**src/hdl/pmq_pkg.sv**
```systemverilog
// Shared types and constants of the four-level priority message queue.
// No dependencies; pmq_ctrl and the top level use it by scoped names.
package pmq_pkg;

    localparam int DEPTH      = 64;
    localparam int BODY_WIDTH = 32;
    localparam int LEVELS     = 4;
    localparam int LVL_W      = 2;
    localparam int PTR_W      = (DEPTH > 1) ? $clog2(DEPTH) : 1;
    localparam int ADDR_W     = LVL_W + PTR_W;
    localparam int CNT_W      = $clog2(DEPTH + 1);
    localparam int CAP_W      = 7;
    localparam int CMP_W      = (CNT_W > CAP_W) ? CNT_W : CAP_W;
    localparam int ID_W       = 32;
    localparam int KEEP_W     = (BODY_WIDTH < 32) ? BODY_WIDTH : 32;

    localparam logic [LVL_W-1:0] LVL_URGENT  = LVL_W'(3);
    localparam logic [LVL_W-1:0] LVL_DEFAULT = LVL_W'(1);
    localparam logic [CAP_W-1:0] CAP_RESET   = CAP_W'(64);

    typedef enum logic {
        ACT_SEND = 1'b0,
        ACT_RECV = 1'b1
    } action_t;

    typedef enum logic [1:0] {
        STAT_DONE  = 2'd0,
        STAT_FULL  = 2'd1,
        STAT_EMPTY = 2'd2
    } status_t;

    typedef struct packed {
        logic        action;
        logic [2:0]  priority_req;
        logic [7:0]  sender;
        logic [31:0] payload;
    } cmd_t;

    typedef struct packed {
        logic [1:0]  status;
        logic [31:0] out_message_id;
        logic [7:0]  out_sender;
        logic [2:0]  out_priority;
        logic [31:0] out_payload;
        logic [6:0]  occupancy;
    } res_t;

    // One stored message: tag and body.
    typedef struct packed {
        logic [2:0]        prio;
        logic [7:0]        sender;
        logic [ID_W-1:0]   id;
        logic [KEEP_W-1:0] body;
    } entry_t;

    localparam int ENTRY_W = $bits(entry_t);

    typedef struct packed {
        logic              we;
        logic [ADDR_W-1:0] waddr;
        entry_t            wdata;
        logic              re;
        logic [ADDR_W-1:0] raddr;
    } mem_req_t;

    typedef struct packed {
        status_t         status;
        logic [ID_W-1:0] id;
        logic [6:0]      occupancy;
        logic            recv_ok;
    } step_t;

endpackage

```
**src/hdl/pmq_ctrl.sv**
```systemverilog
// Level pointers, counts, id counter and capacity register; picks the
// level for each beat and drives the message RAM. Uses pmq_pkg.
module pmq_ctrl (
    input  logic                    clk,
    input  logic                    rst_n,
    input  logic                    cfg_wr_en,
    input  logic [6:0]              cfg_wr_data,
    input  logic                    go,
    input  pmq_pkg::cmd_t           cmd,
    output pmq_pkg::mem_req_t       mem_req,
    output pmq_pkg::step_t          step
);

    logic [pmq_pkg::PTR_W-1:0] head_reg  [pmq_pkg::LEVELS];
    logic [pmq_pkg::PTR_W-1:0] head_next [pmq_pkg::LEVELS];
    logic [pmq_pkg::PTR_W-1:0] tail_reg  [pmq_pkg::LEVELS];
    logic [pmq_pkg::PTR_W-1:0] tail_next [pmq_pkg::LEVELS];
    logic [pmq_pkg::CNT_W-1:0] count_reg [pmq_pkg::LEVELS];
    logic [pmq_pkg::CNT_W-1:0] count_next[pmq_pkg::LEVELS];
    logic [pmq_pkg::CNT_W-1:0] total_reg;
    logic [pmq_pkg::CNT_W-1:0] total_next;
    logic [pmq_pkg::ID_W-1:0]  id_reg;
    logic [pmq_pkg::ID_W-1:0]  id_next;
    logic [pmq_pkg::CAP_W-1:0] cap_reg;

    logic                      full;
    logic                      found;
    logic [pmq_pkg::LVL_W-1:0] send_lvl;
    logic [pmq_pkg::LVL_W-1:0] recv_lvl;

    function automatic logic [pmq_pkg::PTR_W-1:0] ptr_inc(
        input logic [pmq_pkg::PTR_W-1:0] p
    );
        logic [pmq_pkg::PTR_W-1:0] r;
        if (p == pmq_pkg::PTR_W'(pmq_pkg::DEPTH - 1))
        begin
            r = '0;
        end
        else
        begin
            r = p + 1'b1;
        end
        return r;
    endfunction

    // Capacity above DEPTH acts as DEPTH.
    assign full = (pmq_pkg::CMP_W'(total_reg) >= pmq_pkg::CMP_W'(cap_reg))
               || (pmq_pkg::CMP_W'(total_reg) >= pmq_pkg::CMP_W'(pmq_pkg::DEPTH));

    assign send_lvl = cmd.priority_req[2] ? pmq_pkg::LVL_DEFAULT
                                          : cmd.priority_req[pmq_pkg::LVL_W-1:0];

    // Highest non-empty level wins.
    always_comb
    begin
        found    = 1'b0;
        recv_lvl = '0;
        for (int i = pmq_pkg::LEVELS - 1; i >= 0; i--)
        begin
            if (!found && (count_reg[i] != '0))
            begin
                found    = 1'b1;
                recv_lvl = pmq_pkg::LVL_W'(i);
            end
        end
    end

    always_comb
    begin
        head_next  = head_reg;
        tail_next  = tail_reg;
        count_next = count_reg;
        total_next = total_reg;
        id_next    = id_reg;

        mem_req.we           = 1'b0;
        mem_req.waddr        = {send_lvl, tail_reg[send_lvl]};
        mem_req.wdata.prio   = cmd.priority_req;
        mem_req.wdata.sender = cmd.sender;
        mem_req.wdata.id     = id_reg;
        mem_req.wdata.body   = cmd.payload[pmq_pkg::KEEP_W-1:0];
        mem_req.re           = 1'b0;
        mem_req.raddr        = {recv_lvl, head_reg[recv_lvl]};

        step.status  = pmq_pkg::STAT_DONE;
        step.id      = '0;
        step.recv_ok = 1'b0;

        unique case (pmq_pkg::action_t'(cmd.action))
            pmq_pkg::ACT_SEND:
            begin
                id_next = id_reg + 1'b1;
                step.id = id_reg;
                if (full)
                begin
                    step.status = pmq_pkg::STAT_FULL;
                end
                else
                begin
                    mem_req.we           = go;
                    tail_next[send_lvl]  = ptr_inc(tail_reg[send_lvl]);
                    count_next[send_lvl] = count_reg[send_lvl] + 1'b1;
                    total_next           = total_reg + 1'b1;
                end
            end
            pmq_pkg::ACT_RECV:
            begin
                if (!found)
                begin
                    step.status = pmq_pkg::STAT_EMPTY;
                end
                else
                begin
                    // Id comes from the RAM read, merged at the output.
                    mem_req.re           = go;
                    step.recv_ok         = 1'b1;
                    head_next[recv_lvl]  = ptr_inc(head_reg[recv_lvl]);
                    count_next[recv_lvl] = count_reg[recv_lvl] - 1'b1;
                    total_next           = total_reg - 1'b1;
                end
            end
            default:
            begin
                step.status = pmq_pkg::STAT_DONE;
            end
        endcase

        step.occupancy = 7'(total_next);
    end

    always_ff @(posedge clk or negedge rst_n)
    begin
        if (!rst_n)
        begin
            for (int i = 0; i < pmq_pkg::LEVELS; i++)
            begin
                head_reg[i]  <= '0;
                tail_reg[i]  <= '0;
                count_reg[i] <= '0;
            end
            total_reg <= '0;
            id_reg    <= pmq_pkg::ID_W'(1);
        end
        else if (go)
        begin
            head_reg  <= head_next;
            tail_reg  <= tail_next;
            count_reg <= count_next;
            total_reg <= total_next;
            id_reg    <= id_next;
        end
    end

    always_ff @(posedge clk or negedge rst_n)
    begin
        if (!rst_n)
        begin
            cap_reg <= pmq_pkg::CAP_RESET;
        end
        else if (cfg_wr_en)
        begin
            cap_reg <= cfg_wr_data;
        end
    end

endmodule

```
**config.mk**
```make
export PLATFORM = sky130hd
export DESIGN_NAME = pmq_ctrl
export DESIGN_NICKNAME = d
export VERILOG_FILES = /design/src/hdl/pmq_pkg.sv /design/src/hdl/pmq_ctrl.sv
export SDC_FILE = /design/constraint.sdc
export NUM_CORES = 1
export LEC_CHECK = 0
export BUFFER_PORTS_ARGS = -buffer_cell sky130_fd_sc_hd__buf_2
export CORE_ASPECT_RATIO = 0.8
export CORE_MARGIN = 2
export CORE_UTILIZATION = 54
export DETAILED_ROUTE_END_ITERATION = 10
export GPL_TIMING_DRIVEN = 0
export PLACE_DENSITY = 0.81
export RECOVER_POWER = 100
export SETUP_SLACK_MARGIN = 0.15
export SKIP_CTS_REPAIR_TIMING = 1
export SLEW_MARGIN = 15
export SYNTH_ARGS = -nofsm -noshare
export SYNTH_HDL_FRONTEND = slang
export SYNTH_SLANG_ARGS = --single-unit
```
**constraint.sdc**
```tcl
create_clock -name clk -period 3.6 [get_ports clk]
set_clock_uncertainty 0.1 [all_clocks]
set_input_delay 0.72 -clock clk [delete_from_list [all_inputs] [get_ports clk]]
set_output_delay 0.72 -clock clk [all_outputs]
set_load 0.03 [all_outputs]
```
Word-level counts from Yosys, hierarchy flattened --
Cells that the tools add are included.
Word-level totals: memory bits (read-only) 0, logic and storage cells 108, memories 0, latch bits 0, register bits after elaboration 122, memory bits (writable) 0, output and inout bits 135
Operators by class: reduce and logical (&&, ||, !) cells 17, $add $sub $neg 7, equality and inequality tests 4, bitwise gates (word level) 4, mux-type cells 55, shift-type cells 0, divide/modulo/power cells 0, order comparisons 6, $mul 0
Operators with widths (count):
- two-way mux 6 bit | 12
- bitwise mux 28 bit | 2
- two-way mux 28 bit | 2
- two-way mux 7 bit | 8
- case mux 28 bit (2 select lines) | 1
- bitwise mux 24 bit | 2
- adder 32 x 1 -> 32 bit, second input constant | 1
- two-way mux 32 bit | 1
- binary-select mux 7 bit (select 2 bit) | 2
- demux 7 bit (select 2 bit) | 2
- nonzero test 7 bit | 4
- binary-select mux 6 bit (select 2 bit) | 2
- demux 6 bit (select 2 bit) | 2
- adder 7 x 1 -> 7 bit, second input constant | 2
- case mux 7 bit (2 select lines) | 1
- subtractor 7 x 1 -> 7 bit, second input constant | 2
- adder 6 x 1 -> 6 bit, second input constant | 2
- == test 6 bit, second input constant | 2
- two-way mux 2 bit | 6
- two-way mux 1 bit | 11
- AND reduction 3 bit | 3
- greater-or-equal comparator 7 bit | 1
- greater-or-equal comparator 7 bit, second input constant | 1
- greater-or-equal comparator 3 bit, second input constant | 2
- 10 further kinds | 19

Logic depth before layout (Yosys ltp) --
Gate-level depths: netlist of the first run.
depth in word-level cells 20, gate-level depth with buffers 11, mapped depth without buffers 9

Least setup slack after synthesis of the first run --
No wires, ideal clock.
path type reg-to-output, start register cap_reg[6] (netlist name), end output port step[6] (netlist name), path slack 0.068 ns, stages on the path, launching flop included 11, arrival time 2.712 ns, data required time 2.780 ns, path through dfstp_2 > inv_1 > ha_1 > a211oi_1 > nand3_1 > a21oi_1 > nor2b_1 > clkbuf_1 > a41o_1 > nand2_1 > xnor2_1
RTL lines:
- from (decl) | line pmq_ctrl.sv:24 | logic [pmq_pkg::CAP_W-1:0] cap_reg;
- from (signal assigned) | line pmq_ctrl.sv:158 | cap_reg <= pmq_pkg::CAP_RESET;
- from (signal assigned) | line pmq_ctrl.sv:162 | cap_reg <= cfg_wr_data;
- to (decl) | line pmq_ctrl.sv:11 | output pmq_pkg::step_t step

==> results by group, run 1 <==
Run status
  • Status: finished, violations left
  • Failing checks: max-capacitance violations, max-slew violations

Route
  • Residual DRC: 0
  • Post-DR vias/cell: 5.82
  • Total wire length: 20400 um
  • Via count: 6789
  • Drt pass-1 iters: 7
  • Routed WL per cell: 17.5 um
  • Number of routed nets with antenna violations: 0
  • 1st-iter DRT viols: 667

Global routing
  • First-pass GRT wire length: 31300 um
  • Overflow after GRT: 0
  • Antenna violations before repair: 0
  • GRT Util Overall: 27.3%
  • Vias in the first global route: 6176
  • Largest net degree at the start of global routing: 84

Clock network
  • Root Buffer: clkbuf_16
  • Latest clock arrival within the worst-skew pair: 0.42 ns
  • H-tree levels: 4
  • Sink Count: 122
  • Bufs on Longest Clock Path: 2
  • CTS Buf Count: 17
  • CTS tree: built
  • Clock Pin Slew Worst Setup and Hold Paths: 0.06 ns

Die
  • Die Ht: 109 um
  • Die Wd: 135 um
  • Core area: 13500 um^2
  • Initial Util: 54.8%
  • I/O pin count: 190
  • Row cnt: 38
  • DIE AREA: 14600 um^2

Run
  • MaxCap Viol Count: 1

STA
  • Final Critical Period: 3.58 ns
  • Max-slew violation count: 40
  • Worst-margin pin slew: 2.31 ns
  • Slew margin rel.: -53.8%
  • Final setup fails: 0
  • FMAX: 0.279 GHz
  • Hold slack: 0.373 ns
  • Hold Violations, Final: 0
  • Final period util: 99.5%
  • RSZ-0062 raised after global routing: yes

Min path
  • Hold depth: 2
  • HP Class: reg -> reg
  • Hold path startpoint: head_reg[20]$_DFFE_PN0P_

Place
  • Placed Area: 8380 um^2
  • Port Buffers: 147
  • Placed insts: 1115
  • Gpl congestion: 0.929
  • Post-DP HPWL: 13900 um

Synth
  • Avg Cell Area, Syn: 9.38 um^2
  • Register area share after synthesis: 41.4%
  • Synthesized instance count: 787
  • Post-synth EDFFs: 0
  • Seq cells post-synth: 122
  • Syn. warnings: 0
  • Mapped Area: 7380 um^2
  • Ys flop type: dfrtp_1
  • Yosys cell types: 77
  • Post-synth net total: 856
  • Ys async rst share: 100%

Pwr
  • Flop pwr share: 29.9%
  • PwrDens: 836 nW/um^2
  • Internal: 4410 uW
  • Logic pwr share: 45.5%
  • Sw power: 3300 uW
  • Clk pwr share: 24.6%
  • Peak VDD IR: 0.000415 V
  • Pleak: 0.00429 uW
  • Net Sw Frac: 42.8%

Worst setup path
  • Crit. End Element: output port
  • CP Max Fanout: 5
  • Launch point of the worst reg-to-reg path: count_reg[0]$_DFFE_PN0P_
  • Crit path DAT: 2.76 ns
  • Crit path kind: reg -> out
  • Worst EP required: 2.78 ns
  • Worst setup startpoint: count_reg[13]$_DFFE_PN0P_
  • Reg2Reg Depth: 9
  • CP startpoint kind: flop

Final layout
  • Fin cells: 1167
  • Post-route cell area: 9220 um^2
  • Max reg flops: 32
  • Area Growth Syn to Fin: 25.0%
  • Most common cell after layout, fill and taps aside: dfrtp_1
  • # diodes: 0
  • Final net count: 1043
  • Share of post-route cells with drive strength above 1: 25.9%
  • Leading cell types in the layout, fill and taps excluded: dfrtp_1, nand2_1, clkbuf_1, buf_2, buf_4
==> area by class of cell <==
type / count / area, um^2
plain buffers: 77 / 497
clock buffers: 20 / 457
clock inverters: 12 / 195
fillers: 1060 / 4230
inverters: 23 / 86.3
multi-input cells: 565 / 3860
flip-flops and latches: 122 / 3060
well taps: 180 / 225
repair buffers: 168 / 836
==> cell usage after synthesis, types with 4 or more instances <==
cell       count  share of area (%)
dfrtp_1      120                 41
nand2_1      115                5.9
o21ai_0       47                3.2
buf_4         44                4.5
nor2_1        39                2.0
xnor2_1       38                4.5
nor2b_1       36                3.1
inv_1         22                1.1
nand3_1       20                1.4
a21oi_1       19                1.3
mux2_2        19                2.9
o21ai_1       16                1.1
and3_1        15                1.3
clkbuf_1      15               0.76
xor2_1        15                1.8
ha_1          14                2.4
o221ai_1      14                1.7
buf_2         13               0.88
mux2i_1       12                1.6
a22oi_1        9               0.92
a2bb2oi_1      8               0.95
nor3_1         8               0.54
o21ai_2        8               0.95
o22ai_1        8               0.68
a31oi_1        7               0.59
and2_1         7               0.59
a22o_1         6               0.71
a211o_1        5               0.59
a211oi_1       4               0.41
and4_1         4               0.47
nand4_1        4               0.34
nor3_2         4               0.54
nor4_1         4               0.34
==> per-stage QoR <==
stage                     setup slack, ns  utilization [%]  power [uW]  setup TNS, ns
after floorplan                     0.170                -        4560              0
after global placement            -0.0287             62.0        5350        -0.0287
after detailed placement           -0.102             62.3        5430         -0.120
after CTS                          -0.549             67.1        7340          -2.65
after global routing              -0.0548             68.5        8110         -0.112
final                              0.0186             68.5        7710              0
==> worst paths after layout <==
check                                      endpoint  slack, ns
max reg2reg                head_reg[11]$_DFFE_PN0P_       0.59
max                                         step[5]       0.02
max in group asynchronous  head_reg[14]$_DFFE_PN0P_       1.19
min in group asynchronous   tail_reg[8]$_DFFE_PN0P_       0.89
min                        head_reg[20]$_DFFE_PN0P_       0.37
min reg2reg                head_reg[20]$_DFFE_PN0P_       0.37
==> routing by layer <==
layer / share of wire [%] / GRT usage [%]
met2: 47 / 42.2
met5: 0 / 0
met1: 42 / 38.3
met3: 8.8 / 5.53
met4: 2.2 / 10.1
==> kinds of logic after synthesis <==
family	Yosys count	share of synthesized area (%)
XOR/XNOR	55	6.73
adder cells (fa/ha/maj)	14	2.37
flip-flops	122	41.4
buffers and inverters	100	7.66
AO/OA/AOI/OAI	180	17.2
multiplexers	32	4.68
AND/OR/NAND/NOR	284	19.9
==> power groups by stage <==
stage	Sequential [uW]	Clock, uW	Combinational, uW
4_1_cts	2240	1900	3210
2_1_floorplan	2170	0	2390
5_1_grt	2350	1970	3790
3_5_place_dp	2250	0	3180
6_report	2310	1890	3510
3_3_place_gp	2240	0	3110
==> critical path, stage by stage (launching register included) <==
cell	delay [ns]
dfrtp_1	0.45
nor4_4	0.30
buf_4	0.20
nand4_4	0.12
o31a_1	0.31
buf_6	0.14
buf_4	0.13
nor4bb_1	0.12
a21oi_1	0.22
xnor2_1	0.16
buf_4	0.19
No activity file was read; power rests on OpenSTA's default activity.
==> inputs of run 2 (changes only) <==
- REMOVE_ABC_BUFFERS: default -> 1
==> results by group, run 2 (same netlist as run 1, synthesis figures left out) <==
Global routing
  • Largest net degree at the start of global routing: 71 (-15%)
  • First-pass GRT wire length: 31400 um (+0.24%)
  • Overflow after GRT: 0 (unchanged)
  • GRT Util Overall: 28.0% (+0.71 points)
  • Antenna violations before repair: 0 (unchanged)
  • Vias in the first global route: 5741 (-7.0%)

Place
  • Gpl congestion: 0.949 (+2.2%)
  • DP Worst Slack: -0.0811 ns (+0.0211 ns)
  • Post-DP HPWL: 13700 um (-1.0%)
  • Port Buffers: 109 (-26%)

Worst setup path
  • R2R Path End: head_reg[11]$_DFFE_PN0P_
  • Launch point of the worst reg-to-reg path: count_reg[0]$_DFFE_PN0P_
  • Worst EP required: 2.78 ns (about the same)
  • Critical path depth in cells: 9 (-1)
  • Reg2Reg Setup Slack: 0.50 ns (-0.09 ns)
  • Reg2Reg Depth: 8 (-1)
  • Crit-path slowest cell: dfrtp_2
  • Worst setup path end: step[5]
  • Crit. End Element: output port
  • CP cell instances: nor4_4 > nand4_4 > o31a_1 > buf_4 > buf_6 > nor4bb_4 > a21oi_2 > xnor2_1 > buf_4
  • CP startpoint kind: flop
  • Longest individual stage delay on the worst path: 0.46 ns (about the same)
  • Worst setup startpoint: count_reg[0]$_DFFE_PN0P_
  • Cell with the most instances on the worst path: buf_4
  • Crit path DAT: 2.78 ns (+0.02 ns)
  • CP delay by family, top: simple AND/OR/NAND/NOR gates
  • CP Max Fanout: 7 (+2)
  • Crit path kind: reg -> out
  • Critical path buffer and inverter count: 3 (-1)

Die
  • Die Ht: 109 um (unchanged)
  • I/O pin count: 190 (unchanged)
  • Initial Util: 54.8% (unchanged)
  • Row cnt: 38 (unchanged)
  • DIE AREA: 14600 um^2 (unchanged)
  • Core area: 13500 um^2 (unchanged)
  • Die Wd: 135 um (unchanged)

Route
  • Residual DRC: 0 (unchanged)
  • Via count: 6325 (-6.8%)
  • Drt pass-1 iters: 5 (-2)
  • Routed WL per cell: 19.4 um (+11%)
  • Post-DR vias/cell: 6.01 (+3.3%)
  • Total wire length: 20400 um (about the same)
  • 1st-iter DRT viols: 565 (-15%)
  • Number of routed nets with antenna violations: 0 (unchanged)

STA
  • Final Critical Period: 3.60 ns (+0.0232 ns)
  • RSZ-0062 raised after global routing: yes
  • Final setup margin: -0.00462 ns (-0.0232 ns)
  • Final setup fails: 2 (+2)
  • TNS Setup: -0.00859 ns (-0.00859 ns)
  • Max-slew violation count: 53 (+33%)
  • Hold Violations, Final: 0 (unchanged)
  • Final period util: 100% (+0.65 points)
  • Slew margin rel.: -62.0% (-8.1 points)
  • FMAX: 0.277 GHz (-0.64%)
  • Worst-margin pin slew: 2.43 ns (+0.122 ns)

Final layout
  • FILL cells: 1076 (+1.5%)
  • # diodes: 0 (unchanged)
  • Leading cell types in the layout, fill and taps excluded: nand2_1, dfrtp_1, buf_2, o21ai_0, nor2_1
  • Max reg flops: 32 (unchanged)
  • Share of post-route cells with drive strength above 1: 23.7% (-2.2 points)
  • Area Growth Syn to Fin: 16.2%
  • Final net count: 929 (-11%)

Pwr
  • Sw power: 3230 uW (-2.2%)
  • Peak VDD IR: 0.000469 V (+13%)
  • Logic pwr share: 45.2% (-0.3 points)
  • Internal: 4120 uW (-6.5%)
  • Total Power: 7350 uW (-4.6%)
  • Net Sw Frac: 43.9% (+1.1 points)
  • Clk pwr share: 22.6% (-2.0 points)
  • Flop pwr share: 32.2% (+2.3 points)
  • PwrDens: 857 nW/um^2 (+2.6%)
  • Pleak: 0.00392 uW (-8.5%)

Clock network
  • Sink Count: 122 (unchanged)
  • Clock Pin Slew Worst Setup and Hold Paths: 0.05 ns (about the same)
  • CTS Buf Count: 17 (unchanged)
  • Bufs on Longest Clock Path: 2 (unchanged)
  • H-tree levels: 4 (unchanged)
  • CTS tree: built
  • Latest clock arrival within the worst-skew pair: 0.42 ns (about the same)
  • Root Buffer: clkbuf_16

Run status
  • Failing checks: max-capacitance violations, max-slew violations, negative setup slack
  • Status: finished, violations left

Min path
  • HP Class: reg -> reg

Run
  • MaxCap Viol Count: 1 (unchanged)
## run 2: cell count changes in the layout (fill, tap and decap cells not counted), moves of 3 or more
cell and delta:
buf_4 -43, buf_2 -8, bufinv_16 -3, clkbuf_1 -58
inv_6 +3
## run 2: layout make-up
cell class | instances | area [um^2] | share of cell area [%]
sequential | 122 | 3060 | 35.7
multi-input combinational | 565 | 3890 | 45.4
timing repair buffer | 131 | 724 | 8.45
inverter | 23 | 86.3 | 1.01
clock inverter | 14 | 148 | 1.72
clock buffer | 18 | 429 | 5.01
tap | 180 | 225 | 2.63
## run 2: per-stage QoR
stage | cells | utilization (%) | hold WS, ns | instance area (um^2)
detailed placement | 1001 | 57.4 | 0.364 | 7720
floorplan | 710 | - | 0.324 | 6900
global placement | 999 | 57.0 | 0.357 | 7670
finish | 1053 | 63.7 | 0.378 | 8570
CTS | 1033 | 61.6 | 0.167 | 8290
global route | 1053 | 63.7 | 0.400 | 8570
## run 2: worst min-delay path by stage
stage | from | endpoint | slack (ns) | cells past startpoint
final | head_reg[13]$_DFFE_PN0P_ | head_reg[13]$_DFFE_PN0P_ | 0.38 | 2
after global routing | head_reg[2]$_DFFE_PN0P_ | head_reg[2]$_DFFE_PN0P_ | 0.40 | 2
after CTS | rst_n | head_reg[1]$_DFFE_PN0P_ | 0.17 | 1
after detailed placement | head_reg[13]$_DFFE_PN0P_ | head_reg[13]$_DFFE_PN0P_ | 0.36 | 2
after global placement | head_reg[13]$_DFFE_PN0P_ | head_reg[13]$_DFFE_PN0P_ | 0.36 | 2
after floorplan | rst_n | cap_reg[0]$_DFFE_PN0P_ | 0.32 | 0
## run 2: worst reg2reg max path, cell delays in order, from the launching register on
cell and delay [ns]:
dfrtp_2 0.46, nor4_4 0.44, nand2_1 0.42, a311o_1 0.46, nand2_1 0.11, ha_1 0.30
o2111ai_1 0.18, a22oi_2 0.34, a31oi_1 0.13
## run 2: power groups by stage
stage / Sequential (uW) / Clock [uW] / Combinational (uW)
floorplan: 2200 / 0 / 2200
global placement: 2280 / 0 / 2900
detailed placement: 2290 / 0 / 2980
CTS: 2290 / 1680 / 3000
global route: 2410 / 1760 / 3610
finish: 2370 / 1660 / 3330
## run 2: per-layer routing
layer	track usage [%]	part of all wire, %	vias up	routed length, um
li1	-	-	2880	-
met1	39.1	43	3033	8880
met2	38.0	43	361	8730
met3	14.1	12	51	2400
met4	7.89	2.1	0	420
met5	2.43	0	-	0
==> inputs of run 3 (changes only) <==
- CELL_PAD_IN_SITES_DETAIL_PLACEMENT: default -> 0
- CELL_PAD_IN_SITES_GLOBAL_PLACEMENT: default -> 1
- CORE_UTILIZATION: 54 -> 40
- GPL_ROUTABILITY_DRIVEN: default -> 0
- PLACE_DENSITY: 0.81 -> default
- PLACE_DENSITY_LB_ADDON: default -> 0.1
==> results by group, run 3 (same netlist as run 1, synthesis figures left out) <==
Run status
  • Status: finished, violations left
  • Failing checks: max-capacitance violations, max-slew violations

Pwr
  • Clk pwr share: 23.0% (+0.4 points)
  • Net Sw Frac: 42.8% (-1.1 points)
  • Sw power: 3160 uW (-2.2%)
  • Logic pwr share: 45.6% (+0.4 points)
  • PwrDens: 855 nW/um^2 (-0.33%)
  • Pleak: 0.00384 uW (-2.2%)
  • Internal: 4220 uW (+2.4%)
  • Flop pwr share: 31.5% (-0.7 points)
  • Peak VDD IR: 0.000355 V (-24%)

Worst setup path
  • Critical path buffer and inverter count: 3 (unchanged)
  • CP startpoint kind: flop
  • Longest individual stage delay on the worst path: 0.52 ns (+0.06 ns)
  • Crit. End Element: output port
  • Worst EP required: 2.78 ns (about the same)
  • Crit-path slowest cell: dfstp_2
  • Reg2Reg Depth: 9 (+1)
  • CP Max Fanout: 4 (-3)
  • Crit path DAT: 2.61 ns (-0.17 ns)
  • Crit path kind: reg -> out
  • CP cell instances: inv_2 > ha_4 > a211oi_1 > nand3_1 > a21oi_4 > nor2b_4 > buf_4 > nor2_1 > o32a_1 > buf_6
  • CP delay by family, top: compound AO/OA/AOI/OAI gates
  • Critical path depth in cells: 10 (+1)

Final layout
  • Area Growth Syn to Fin: 17.0%
  • Share of post-route cells with drive strength above 1: 20.2% (-3.5 points)
  • Layout Utilization: 47.7% (-16 points)
  • Most common cell after layout, fill and taps aside: nand2_1
  • Post-route cell area: 8630 um^2 (+0.73%)
  • FILL cells: 1775 (+65%)
  • Register Area: 3070 um^2 (+0.12%)
  • Fin cells: 1114 (+5.8%)
  • Area occupied by multi-input gates: 3830 um^2 (-1.6%)
  • Final net count: 942 (+1.4%)
  • Leading cell types in the layout, fill and taps excluded: nand2_1, dfrtp_1, clkbuf_1, o21ai_0, nor2_1
  • # diodes: 0 (unchanged)
  • Max reg flops: 32 (unchanged)

STA
  • Hold Violations, Final: 0 (unchanged)
  • Max-slew violation count: 49 (-7.5%)
  • Final Critical Period: 3.43 ns (-0.171 ns)
  • Worst-margin pin slew: 2.45 ns (+0.0228 ns)
  • Hold slack: 0.369 ns (-0.00864 ns)
  • Slew margin rel.: -63.5% (-1.5 points)
  • Final period util: 95.4% (-4.7 points)
  • RSZ-0062 raised after global routing: yes
  • Final setup fails: 0 (-2)
  • FMAX: 0.291 GHz (+5.0%)

Global routing
  • Vias in the first global route: 5784 (+0.75%)
  • Antenna violations before repair: 0 (unchanged)
  • Overflow after GRT: 0 (unchanged)
  • GRT Util Overall: 22.1% (-5.9 points)
  • First-pass GRT wire length: 33200 um (+5.9%)
  • Largest net degree at the start of global routing: 75 (+5.6%)

Place
  • Placed Area: 7780 um^2 (+0.81%)
  • Placed insts: 1051 (+5.0%)
  • Post-DP HPWL: 15600 um (+14%)
  • Port Buffers: 109 (unchanged)

Route
  • Total wire length: 21600 um (+5.7%)
  • Routed WL per cell: 19.4 um (about the same)
  • Via count: 6182 (-2.3%)
  • Post-DR vias/cell: 5.55 (-7.6%)
  • Number of routed nets with antenna violations: 0 (unchanged)
  • 1st-iter DRT viols: 377 (-33%)
  • Residual DRC: 0 (unchanged)
  • Drt pass-1 iters: 4 (-1)

Clock network
  • Latest clock arrival within the worst-skew pair: 0.41 ns (about the same)
  • Clock Pin Slew Worst Setup and Hold Paths: 0.06 ns (about the same)
  • CTS Buf Count: 17 (unchanged)
  • Sink Count: 122 (unchanged)
  • Bufs on Longest Clock Path: 2 (unchanged)
  • H-tree levels: 4 (unchanged)
  • Root Buffer: clkbuf_16
  • CTS tree: built

Die
  • I/O pin count: 190 (unchanged)
  • Die Ht: 125 um (+16%)
  • Core area: 18100 um^2 (+35%)
  • Row cnt: 44 (+16%)
  • Initial Util: 40.7% (-14 points)
  • DIE AREA: 19600 um^2 (+34%)
  • Die Wd: 156 um (+16%)

Run
  • MaxCap Viol Count: 1 (unchanged)

Min path
  • HP Class: reg -> reg
  • Hold depth: 2 (unchanged)
## run 3: changes by cell type in the layout (fill, tap and decap cells not counted), sizes merged
cell and delta:
dlygate4sd2 -1, bufinv +1, clkinvlp -1, clkdlybuf4s25 +1, clkbuf +43, buf -30, clkinv +1, inv -3
## run 3: per-stage QoR
| stage | total power, uW | setup TNS [ns] | setup slack (ns) |
|---|---|---|---|
| after global routing | 7860 | 0 | 0.0320 |
| after global placement | 5250 | -28.29 | -1.07 |
| final | 7380 | 0 | 0.166 |
| after CTS | 7090 | -3.90 | -0.732 |
| after detailed placement | 5360 | -0.692 | -0.267 |
| after floorplan | 4410 | -0.432 | -0.252 |
## run 3: worst register-to-register path: stages, from the launching register on
cell,delay (ns)
dfstp_2,0.52
inv_2,0.05
ha_4,0.22
a211oi_1,0.21
nand3_1,0.16
a21oi_4,0.16
buf_4,0.15
and2_0,0.43
nand3b_1,0.67
mux2_2,0.50
## run 3: power groups by stage
stage / Clock, uW / Sequential (uW) / Combinational [uW]
after floorplan: 0 / 2200 / 2200
after global placement: 0 / 2270 / 2980
after detailed placement: 0 / 2290 / 3070
after CTS: 1740 / 2280 / 3070
after global routing: 1790 / 2390 / 3680
final: 1690 / 2320 / 3360
## run 3: final timing paths
| path | from | end | slack, ns |
|---|---|---|---|
| worst max-delay path | cap_reg[6]$_DFFE_PN1P_ | step[2] | 0.17 |
| worst min-delay path | head_reg[13]$_DFFE_PN0P_ | head_reg[13]$_DFFE_PN0P_ | 0.37 |
| min in group asynchronous | rst_n | total_reg[6]$_DFFE_PN0P_ | 1.15 |
| max in group asynchronous | rst_n | count_reg[20]$_DFFE_PN0P_ | 0.65 |
| worst min register to register | head_reg[13]$_DFFE_PN0P_ | head_reg[13]$_DFFE_PN0P_ | 0.37 |
| worst max register to register | cap_reg[6]$_DFFE_PN1P_ | tail_reg[19]$_DFFE_PN0P_ | 0.33 |
## run 3: layout make-up
cell class              instances  share of cell area, %
multi-input cells             565                   44.4
flip-flops and latches        122                   35.5
repair buffers                144                   9.01
clock buffers                  18                   4.97
well taps                     230                   3.33
clock inverters                12                   1.77
inverters                      23                   1.00
## run 3: per-layer routing
layer  GRT usage [%]  vias to the layer above  wire [um]
met5            4.01                        -         91
met4            5.83                        4        112
met3            8.28                       10       1690
met2            29.6                      197       9230
met1            32.8                     3064      10500
li1                -                     2907          -
